<file path="config.mk">
export PLATFORM = sky130hd
export DESIGN_NAME = clamped_pid_speed_loop_top
export DESIGN_NICKNAME = d
export VERILOG_FILES = /design/src/rtl/cpsl_pkg.sv /design/src/rtl/clamped_pid_speed_loop_top.sv
export VERILOG_INCLUDE_DIRS = /design/src /design/src/rtl
export SDC_FILE = /design/constraint.sdc
export NUM_CORES = 2
export LEC_CHECK = 0
export BUFFER_PORTS_ARGS = -buffer_cell sky130_fd_sc_hd__buf_4
export CAP_MARGIN = 5
export CELL_PAD_IN_SITES_DETAIL_PLACEMENT = 1
export CELL_PAD_IN_SITES_GLOBAL_PLACEMENT = 2
export CORE_MARGIN = 2
export CORE_UTILIZATION = 29
export CTS_CLUSTER_SIZE = 40
export DETAILED_ROUTE_END_ITERATION = 12
export GPL_ROUTABILITY_DRIVEN = 0
export PLACE_DENSITY_LB_ADDON = 0.25
export SLEW_MARGIN = 15
export SYNTH_ARGS = -nofsm -noshare
export SYNTH_HDL_FRONTEND = slang
export SYNTH_SLANG_ARGS = --single-unit
</file>
<file path="constraint.sdc">
create_clock -name clock -period 10.6 [get_ports clock]
set_input_delay 1.06 -clock clock [delete_from_list [all_inputs] [get_ports clock]]
set_output_delay 1.06 -clock clock [all_outputs]
set_load 0.02 [all_outputs]
</file>
<file path="src/rtl/clamped_pid_speed_loop_top_defines.svh">
// Assertion macros shared by the speed loop RTL.
`ifndef CLAMPED_PID_SPEED_LOOP_TOP_DEFINES_SVH
`define CLAMPED_PID_SPEED_LOOP_TOP_DEFINES_SVH

`ifndef ASSERT_OFF
`define CPSL_ASSERT_IMPLIES(label, clk, rst, ante, cons) \
   label: assert property (@(posedge clk) disable iff (rst) (ante) |-> (cons)) \
      else $error("cpsl assertion failed");
`define CPSL_ASSERT_NEXT(label, clk, rst, ante, cons) \
   label: assert property (@(posedge clk) disable iff (rst) (ante) |=> (cons)) \
      else $error("cpsl assertion failed");
`else
`define CPSL_ASSERT_IMPLIES(label, clk, rst, ante, cons)
`define CPSL_ASSERT_NEXT(label, clk, rst, ante, cons)
`endif

`endif

</file>
<file path="src/rtl/cpsl_pkg.sv">
// Types and constants of the clamped PID speed loop.
`default_nettype none
package cpsl_pkg;

   localparam int GAIN_W  = 16;
   localparam int SPEED_W = 16;
   localparam int ERR_W   = 10;
   localparam int INTEG_W = 12;
   localparam int DIFF_W  = 11;
   localparam int DRIVE_W = 19;
   localparam int CSR_IDX_W = 2;

   localparam logic signed [ERR_W-1:0]   ERR_MAX   = 10'sd300;
   localparam logic signed [ERR_W-1:0]   ERR_MIN   = -10'sd300;
   localparam logic signed [INTEG_W-1:0] INTEG_MAX = 12'sd2000;
   localparam logic signed [INTEG_W-1:0] INTEG_MIN = -12'sd2000;

   localparam logic signed [DRIVE_W-1:0] DRIVE_MAX = 19'sh3FFFF;
   localparam logic signed [DRIVE_W-1:0] DRIVE_MIN = 19'sh40000;

   // floor(y / 10) == (y * RECIP10) >> RECIP10_SHIFT for y < 2**22
   localparam logic [19:0] RECIP10       = 20'd838861;
   localparam int          RECIP10_SHIFT = 23;

   typedef enum logic [CSR_IDX_W-1:0] {
      CSR_GAIN_P = 2'd0,
      CSR_GAIN_I = 2'd1,
      CSR_GAIN_D = 2'd2
   } csr_index_type;

endpackage
`default_nettype wire

</file>
<file path="src/rtl/clamped_pid_speed_loop_top.sv">
// Clamped positional PID speed loop, five register stages.
// One drive value per tick: error = target - measured clamped to +-300, integral
// of clamped errors clamped to +-2000, drive = P + I/10 + D with Q7.8 gains, each
// term truncated toward zero, sum saturated to 19 bits signed. An item can be
// accepted every cycle unless the output stalls; it passes through the input,
// error/state, product, term and output registers in turn. Each stage has its
// own valid bit, so a stalled output only backs up through full stages. Gains
// come from csr writes the user must make only while the loop is idle; unchecked.
`default_nettype none
`include "clamped_pid_speed_loop_top_defines.svh"
module clamped_pid_speed_loop_top (
   input  wire logic                                 clock,
   input  wire logic                                 reset,
   input  wire logic                                 req_valid,
   output logic                                      req_ready,
   input  wire logic signed [cpsl_pkg::SPEED_W-1:0]  req_target_speed,
   input  wire logic        [cpsl_pkg::SPEED_W-1:0]  req_measured_speed,
   output logic                                      rsp_valid,
   input  wire logic                                 rsp_ready,
   output logic signed [cpsl_pkg::DRIVE_W-1:0]       rsp_drive_value,
   input  wire logic                                 csr_write_enable,
   input  wire logic [cpsl_pkg::CSR_IDX_W-1:0]       csr_index,
   input  wire logic [cpsl_pkg::GAIN_W-1:0]          csr_write_data
);

   // config
   logic signed [cpsl_pkg::GAIN_W-1:0] gain_p_ff, gain_i_ff, gain_d_ff;

   // stage valids and handshakes
   logic v1_ff, v2_ff, v3_ff, v4_ff, v5_ff;
   logic rdy1, rdy2, rdy3, rdy4, rdy5;
   logic ld1, ld2, ld3, ld4, ld5;

   // stage 1: input register
   logic signed [cpsl_pkg::SPEED_W-1:0] target_ff;
   logic        [cpsl_pkg::SPEED_W-1:0] measured_ff;

   // loop state
   logic signed [cpsl_pkg::ERR_W-1:0]   prev_err_ff, prev_err_in;
   logic signed [cpsl_pkg::INTEG_W-1:0] integ_ff, integ_in;

   // stage 2
   logic signed [17:0]                  raw_err;
   logic signed [cpsl_pkg::INTEG_W:0]   integ_sum;
   logic signed [cpsl_pkg::ERR_W-1:0]   err_ff;
   logic signed [cpsl_pkg::INTEG_W-1:0] integ_s2_ff;
   logic signed [cpsl_pkg::DIFF_W-1:0]  diff_ff, diff_in;

   // stage 3
   logic signed [25:0] prod_p_ff, prod_p_in;
   logic signed [27:0] prod_i_ff, prod_i_in;
   logic signed [26:0] prod_d_ff, prod_d_in;

   // stage 4
   logic signed [25:0] adj_p;
   logic signed [26:0] adj_d;
   logic        [27:0] mag_i;
   logic        [39:0] quot_full;
   logic        [16:0] quot_i;
   logic signed [17:0] p_term_ff, p_term_in;
   logic signed [17:0] i_term_ff, i_term_in;
   logic signed [18:0] d_term_ff, d_term_in;

   // stage 5
   logic signed [19:0]                  sum;
   logic signed [cpsl_pkg::DRIVE_W-1:0] drive_ff, drive_in;

   // ready chain
   assign rdy5 = !v5_ff || rsp_ready;
   assign rdy4 = !v4_ff || rdy5;
   assign rdy3 = !v3_ff || rdy4;
   assign rdy2 = !v2_ff || rdy3;
   assign rdy1 = !v1_ff || rdy2;
   assign ld1  = req_valid && rdy1;
   assign ld2  = v1_ff && rdy2;
   assign ld3  = v2_ff && rdy3;
   assign ld4  = v3_ff && rdy4;
   assign ld5  = v4_ff && rdy5;

   assign req_ready       = rdy1;
   assign rsp_valid       = v5_ff;
   assign rsp_drive_value = drive_ff;

   // error, integral, difference
   always_comb begin
      raw_err = {{2{target_ff[cpsl_pkg::SPEED_W-1]}}, target_ff} - {2'b00, measured_ff};
      if (raw_err > cpsl_pkg::ERR_MAX) begin
         prev_err_in = cpsl_pkg::ERR_MAX;
      end else if (raw_err < cpsl_pkg::ERR_MIN) begin
         prev_err_in = cpsl_pkg::ERR_MIN;
      end else begin
         prev_err_in = raw_err[cpsl_pkg::ERR_W-1:0];
      end
      integ_sum = (cpsl_pkg::INTEG_W+1)'(integ_ff) + (cpsl_pkg::INTEG_W+1)'(prev_err_in);
      if (integ_sum > cpsl_pkg::INTEG_MAX) begin
         integ_in = cpsl_pkg::INTEG_MAX;
      end else if (integ_sum < cpsl_pkg::INTEG_MIN) begin
         integ_in = cpsl_pkg::INTEG_MIN;
      end else begin
         integ_in = integ_sum[cpsl_pkg::INTEG_W-1:0];
      end
      diff_in = cpsl_pkg::DIFF_W'(prev_err_in) - cpsl_pkg::DIFF_W'(prev_err_ff);
   end

   // products
   assign prod_p_in = gain_p_ff * err_ff;
   assign prod_i_in = gain_i_ff * integ_s2_ff;
   assign prod_d_in = gain_d_ff * diff_ff;

   // terms, truncated toward zero
   always_comb begin
      adj_p     = prod_p_ff + {18'd0, {8{prod_p_ff[25]}}};
      adj_d     = prod_d_ff + {19'd0, {8{prod_d_ff[26]}}};
      p_term_in = adj_p[25:8];
      d_term_in = adj_d[26:8];
      mag_i     = prod_i_ff[27] ? 28'(-prod_i_ff) : 28'(prod_i_ff);
      quot_full = mag_i[27:8] * cpsl_pkg::RECIP10;
      quot_i    = quot_full[39:cpsl_pkg::RECIP10_SHIFT];
      i_term_in = prod_i_ff[27] ? -signed'({1'b0, quot_i}) : signed'({1'b0, quot_i});
   end

   // sum and saturate
   always_comb begin
      sum = 20'(p_term_ff) + 20'(i_term_ff) + 20'(d_term_ff);
      if (sum > cpsl_pkg::DRIVE_MAX) begin
         drive_in = cpsl_pkg::DRIVE_MAX;
      end else if (sum < cpsl_pkg::DRIVE_MIN) begin
         drive_in = cpsl_pkg::DRIVE_MIN;
      end else begin
         drive_in = sum[cpsl_pkg::DRIVE_W-1:0];
      end
   end

   // control state
   always_ff @(posedge clock) begin
      if (reset) begin
         v1_ff       <= 1'b0;
         v2_ff       <= 1'b0;
         v3_ff       <= 1'b0;
         v4_ff       <= 1'b0;
         v5_ff       <= 1'b0;
         prev_err_ff <= '0;
         integ_ff    <= '0;
         gain_p_ff   <= '0;
         gain_i_ff   <= '0;
         gain_d_ff   <= '0;
      end else begin
         if (rdy1) v1_ff <= req_valid;
         if (rdy2) v2_ff <= v1_ff;
         if (rdy3) v3_ff <= v2_ff;
         if (rdy4) v4_ff <= v3_ff;
         if (rdy5) v5_ff <= v4_ff;
         if (ld2) begin
            prev_err_ff <= prev_err_in;
            integ_ff    <= integ_in;
         end
         if (csr_write_enable) begin
            case (csr_index)
               cpsl_pkg::CSR_GAIN_P: gain_p_ff <= csr_write_data;
               cpsl_pkg::CSR_GAIN_I: gain_i_ff <= csr_write_data;
               cpsl_pkg::CSR_GAIN_D: gain_d_ff <= csr_write_data;
               default: ;
            endcase
         end
      end
   end

   // payload
   always_ff @(posedge clock) begin
      if (ld1) begin
         target_ff   <= req_target_speed;
         measured_ff <= req_measured_speed;
      end
      if (ld2) begin
         err_ff      <= prev_err_in;
         integ_s2_ff <= integ_in;
         diff_ff     <= diff_in;
      end
      if (ld3) begin
         prod_p_ff <= prod_p_in;
         prod_i_ff <= prod_i_in;
         prod_d_ff <= prod_d_in;
      end
      if (ld4) begin
         p_term_ff <= p_term_in;
         i_term_ff <= i_term_in;
         d_term_ff <= d_term_in;
      end
      if (ld5) begin
         drive_ff <= drive_in;
      end
   end

   `CPSL_ASSERT_IMPLIES(a_err_range, clock, reset, 1'b1,
      (prev_err_ff <= cpsl_pkg::ERR_MAX) && (prev_err_ff >= cpsl_pkg::ERR_MIN))
   `CPSL_ASSERT_IMPLIES(a_integ_range, clock, reset, 1'b1,
      (integ_ff <= cpsl_pkg::INTEG_MAX) && (integ_ff >= cpsl_pkg::INTEG_MIN))
   `CPSL_ASSERT_NEXT(a_state_holds, clock, reset, !ld2,
      $stable(prev_err_ff) && $stable(integ_ff))
   `CPSL_ASSERT_IMPLIES(a_out_from_s4, clock, reset, $rose(v5_ff), $past(v4_ff))

endmodule
`default_nettype wire
</file>
# Word level (Yosys, flattened, before mapping)

Cells that the tools add are included.

Add/sub/neg operators: 9
Multipliers: 4
Order comparisons: 6
Equality and inequality tests: 2
Muxes and demuxes: 7
Reduce and logical (&&, ||, !) cells: 19

Operators with widths:

| kind                     | number |
|---|---|
| $mul A20 B20 Y40 const B | 1 |
| $mul A16 B12 Y28         | 1 |
| $mux W28                 | 1 |
| $neg A28 Y28             | 1 |
| $add A27 B8 Y27          | 1 |
| $mul A16 B11 Y27         | 1 |
| $add A26 B8 Y26          | 1 |
| $mul A16 B10 Y26         | 1 |
| $mux W12                 | 2 |
| $add A19 B19 Y20         | 1 |
| $gt A20 B19 Y1 const B   | 1 |
| $lt A20 B19 Y1 const B   | 1 |
| $mux W10                 | 2 |
| $add A18 B18 Y19         | 1 |
| $mux W19                 | 1 |
| $gt A18 B10 Y1 const B   | 1 |
| $lt A18 B10 Y1 const B   | 1 |
| $neg A17 Y18             | 1 |
| $sub A16 B17 Y18         | 1 |
| $mux W17                 | 1 |
| $add A12 B10 Y13         | 1 |
| $gt A13 B12 Y1 const B   | 1 |
| $lt A13 B12 Y1 const B   | 1 |
| $sub A10 B10 Y11         | 1 |
| 7 further kinds          | 21 |

Bits in registers: 295
Input bits: 55
Output and inout bits: 21

# Logic depth before layout (Yosys ltp)

Depth after elaboration: 8
Depth in mapped cells: 39

# Worst setup path before layout

Ideal clock, no wire load.

Path type: register to register
Start point: register prod_i_ff[6]
End point: register i_term_ff[15], data pin
Library setup time: 0.261 ns
Data arrival time: 9.058 ns
Required time: 10.339 ns
Slack: 1.281 ns
Cell stages (with the launch flop): 34
Buffers on the path: 0
Period minus slack after synthesis: 9.319 ns
Cell sequence: edfxtp_1 -> nor4_2 -> nand2_1 -> or3_4 -> or3_4 -> or3_4 -> nor4_4 -> nand2b_2 -> or4_4 -> o31ai_1 -> xnor2_1 -> ha_1 -> fa_1 -> ha_1 -> inv_1 -> fa_1 -> inv_1 -> fa_1 -> fa_1 -> inv_1 -> fa_1 -> inv_1 -> ha_1 -> a21oi_1 -> o21ai_0 -> a2111oi_0 -> a211oi_1 -> or2_2 -> o21ai_0 -> nor3b_1 -> o2111a_1 -> nand3_1 -> o21ai_0 -> xnor2_1

Cells in the longest elaborated chain, start to end: 5

RTL lines:

| what                   | RTL line                          | text |
|---|---|---|
| start, declared        | clamped_pid_speed_loop_top.sv:51  | `logic signed [27:0] prod_i_ff, prod_i_in;` |
| start signal, assigned | clamped_pid_speed_loop_top.sv:181 | `prod_i_ff <= prod_i_in;` |
| $neg A28 Y28 *         | clamped_pid_speed_loop_top.sv:116 | `mag_i = prod_i_ff[27] ? 28'(-prod_i_ff) : 28'(prod_i_ff);` |
| $mux W28 *             | clamped_pid_speed_loop_top.sv:116 |  |
| $mul A20 B20 Y40 *     | clamped_pid_speed_loop_top.sv:117 | `quot_full = mag_i[27:8] * cpsl_pkg::RECIP10;` |
| $neg A17 Y18           | clamped_pid_speed_loop_top.sv:119 | `i_term_in = prod_i_ff[27] ? -signed'({1'b0, quot_i}) : signed'({1'b0, quot_i});` |
| $mux W17 *             | clamped_pid_speed_loop_top.sv:119 |  |
| net i_term_in[15]      | clamped_pid_speed_loop_top.sv:61  | `logic signed [17:0] i_term_ff, i_term_in;` |
| end signal, assigned   | clamped_pid_speed_loop_top.sv:186 | `i_term_ff <= i_term_in;` |
| end, declared          | clamped_pid_speed_loop_top.sv:61  |  |

Mark *: on every way through the listed nets, which the timed path passes. The rest lies on a longest branch.
A chain may end at the register's enable or synchronous reset.

# Final worst setup path

Start point: register prod_i_ff[2]
End point: register i_term_ff[15], data pin

Same word-level chain as after synthesis.

==> reports/qor.yml <==
route:
  drtIter0Drc: 952
  vias: 27000
  dr_wl_met2_mm: 48.7
  top_layer_used: "met5"
  drt-total-wl_mm: 108
  met3_length_mm: 2.85
  vias_per_cell: 4.55
  dr.pass1.iters: 4
  wire_per_inst_um: 18.2
  wl_met1_mm: 54.8
  ant_nets: 0
  drc: 0
global_route:
  grt_max_degree: 81
  first_global_vias: 29600
  antenna_found_initial: 7
  grt_usage_pct: 15.5
  grt_pass1_wl_mm: 172
  overflow: 0
final_layout:
  final-seq-area_um2: 8110
  syn_to_final_growth_pct: 9.44
  layoutNonFillerInstCount: 5926
  nNetsFinal: 5239
  drive_above_1_share_pct: 4.77
  fillers: 15500
  multi_input_area_um2: 28800
sta:
  fmax_mhz: 100
  tns_ns: 0
  skew_ns: 0.0484
  period_share_pct: 94.2
  hold_violations: 0
  setup_viol: 0
  rsz0062_at_grt: "false"
  fin_crit_ns: 9.99
  tightestPinTransition_ns: 1.05
  timing.final.max_slew_violations: 0
  slew_headroom_pct: 29.5
floorplanning:
  die_w_um: 377
  die_y_um: 377
  num_rows: 136
  pin_count: 76
  core-area_um2: 138000
  start_util_pct: 29.2
  dieArea_um2: 142000
clock_network:
  clk_pin_slew_ns: 0.06
  cts_tree: "yes"
  postCtsSetupBuffers: 0
  cts_sinks: 295
  clk_latency_ns: 0.60
  cts_inserted_buffers: 36
  clk_path_buf_depth: 3
  clock-root-buffer: "clkbuf_16"
  htreeDepth: 2
critical_path:
  startpoint_type: "flop"
  slowest_stage: "fa_1"
  path_class: "reg -> reg"
  cp.arrival_ns: 10.31
  required_ns: 10.92
  endpoint_kind: "flop"
  crit_path_max_incr_delay_ns: 0.49
  cp_max_fo: 5
logic_synthesis:
  syn_inst: 4087
  syn-cell-area_um2: 40300
  yosysTopAreaCellShare_pct: 31.2
  synthDistinctLibCells: 77
  ys_seq_area_share_pct: 20.1
  synth_edf_count: 220
  synth-main-ff-cell: "edfxtp_1"
  syn-num-nets: 5221
  ys_warn_count: 0
  yosys-top-cells-count: "inv_1, fa_1, nand2_1"
  avgSynthCellArea_um2: 9.85
  async_reset_ff_share_pct: 0
  synth_top_cell_by_area: "fa_1"
  synth_area_leaders: "fa_1, edfxtp_1, ha_1"
  ys_ff_latch: 295
  yosysMostFrequentCell: "inv_1"
worst_hold_path:
  hp-class: "reg -> reg"
placed_design:
  place_inst: 5861
  post-dp-hpwl_mm: 91.0
  numPortBuffers: 75
run_status:
  status: "finished clean"
run:
  maxCapViolations: 0
==> cell families (layout without fill, tap and decap cells) <==
kind of cell	after synthesis	count (layout)	share of synthesized area, %
and+or+nand+nor	1106	1106	13.6
adders and majority gates	1079	1079	45.2
buffers and inverters	898	942	8.38
AOI/OAI and AO/OA	469	469	7.39
DFF	295	295	20.1
xor gates and xnor gates	235	235	5.11
muxes	5	5	0.131
other	0	1	0
==> registers in the layout (all words and copies together) (netlist names), 18 cells and up <==
name             flops
rsp_drive_value     19
prod_p_ff           26
prod_i_ff           28
p_term_ff           18
i_term_ff           18
d_term_ff           19
prod_d_ff           27
==> placed cells by master (no fill, tap or decap), types with 6 or more instances in the layout <==
| master | netlist | layout |
|---|---|---|
| a21boi_0 | 11 | 9 |
| and4_1 | 11 | 11 |
| a21o_1 | 56 | 56 |
| o211ai_1 | 12 | 12 |
| nand4_1 | 13 | 13 |
| clkbuf_16 | 0 | 36 |
| xnor2_1 | 168 | 167 |
| nor2_1 | 142 | 142 |
| nand2_1 | 454 | 454 |
| o21bai_1 | 7 | 7 |
| or3_1 | 14 | 14 |
| nor4_1 | 6 | 6 |
| dfxtp_1 | 75 | 75 |
| o41ai_1 | 9 | 9 |
| clkinv_1 | 1 | 7 |
| and2_1 | 233 | 233 |
| inv_1 | 777 | 777 |
| ha_1 | 451 | 451 |
| nor3_1 | 32 | 32 |
| a31oi_1 | 7 | 7 |
| a21oi_1 | 148 | 148 |
| o21a_1 | 27 | 27 |
| o31ai_1 | 12 | 12 |
| a211oi_1 | 10 | 10 |
| nand2b_1 | 69 | 69 |
| a41o_1 | 6 | 6 |
| nand3_1 | 30 | 30 |
| edfxtp_1 | 220 | 220 |
| buf_4 | 0 | 99 |
| or2_2 | 15 | 15 |
| xor2_1 | 67 | 66 |
| o21ai_0 | 110 | 110 |
| fa_1 | 628 | 628 |
| and3_1 | 21 | 21 |
| nor2b_1 | 35 | 33 |
==> critical path, delay by kind of cell, from the launching register on <==
family / cells / cell delay (ns)
AO/OA/AOI/OAI: 7 / 1.64
XOR/XNOR: 1 / 0.11
buffers and inverters: 4 / 0.41
AND/OR/NAND/NOR: 13 / 4.01
flip-flops: 1 / 0.37
adder cells (fa/ha/maj): 8 / 3.18
==> stage by stage <==
step / worst slack, ns / hold slack [ns] / instance area [um2] / utilization (%)
after floorplan: 1.28 / 0.435 / 40300 / -
after global placement: 0.404 / 0.450 / 42800 / 31.1
after detailed placement: 0.221 / 0.456 / 42800 / 31.1
after CTS: 0.168 / 0.464 / 44000 / 32.0
after global routing: 0.00263 / 0.502 / 44100 / 32.0
final: 0.614 / 0.467 / 44100 / 32.0
==> cell type report <==
| class | count | area share (%) |
|---|---|---|
| antenna | 1 | 0.00568 |
| clock buffer | 45 | 2.21 |
| clock inverter | 19 | 0.528 |
| inverter | 779 | 6.64 |
| multi-input combinational | 2894 | 65.4 |
| sequential | 295 | 18.4 |
| tap | 1794 | 5.09 |
| timing repair buffer | 99 | 1.69 |
==> final timing paths <==
check / start / to / slack (ns) / depth (start not counted)
worst max-delay path: prod_i_ff[2] / i_term_ff[15] / 0.61 / 33
worst min register to register: prev_err_ff[0] / prev_err_ff[0] / 0.47 / 2
worst min-delay path: prev_err_ff[0] / prev_err_ff[0] / 0.47 / 2
worst max register to register: prod_i_ff[2] / i_term_ff[15] / 0.61 / 33
==> metal layers <==
metal	track usage (%)	up-vias
li1	-	13000
met1	22.4	13600
met2	25.0	269
met3	1.75	90
met4	2.80	6
met5	0	-
==> timing repair <==
item | in CTS | in global routing
setup endpoints to repair | 0 | 9
hold buffers | 0 | 0
gates resized for setup | 0 | 6
Power is left out: the tool's default activity adds up to more than one toggle a clock period on the data nets, which glitch-free logic cannot reach.
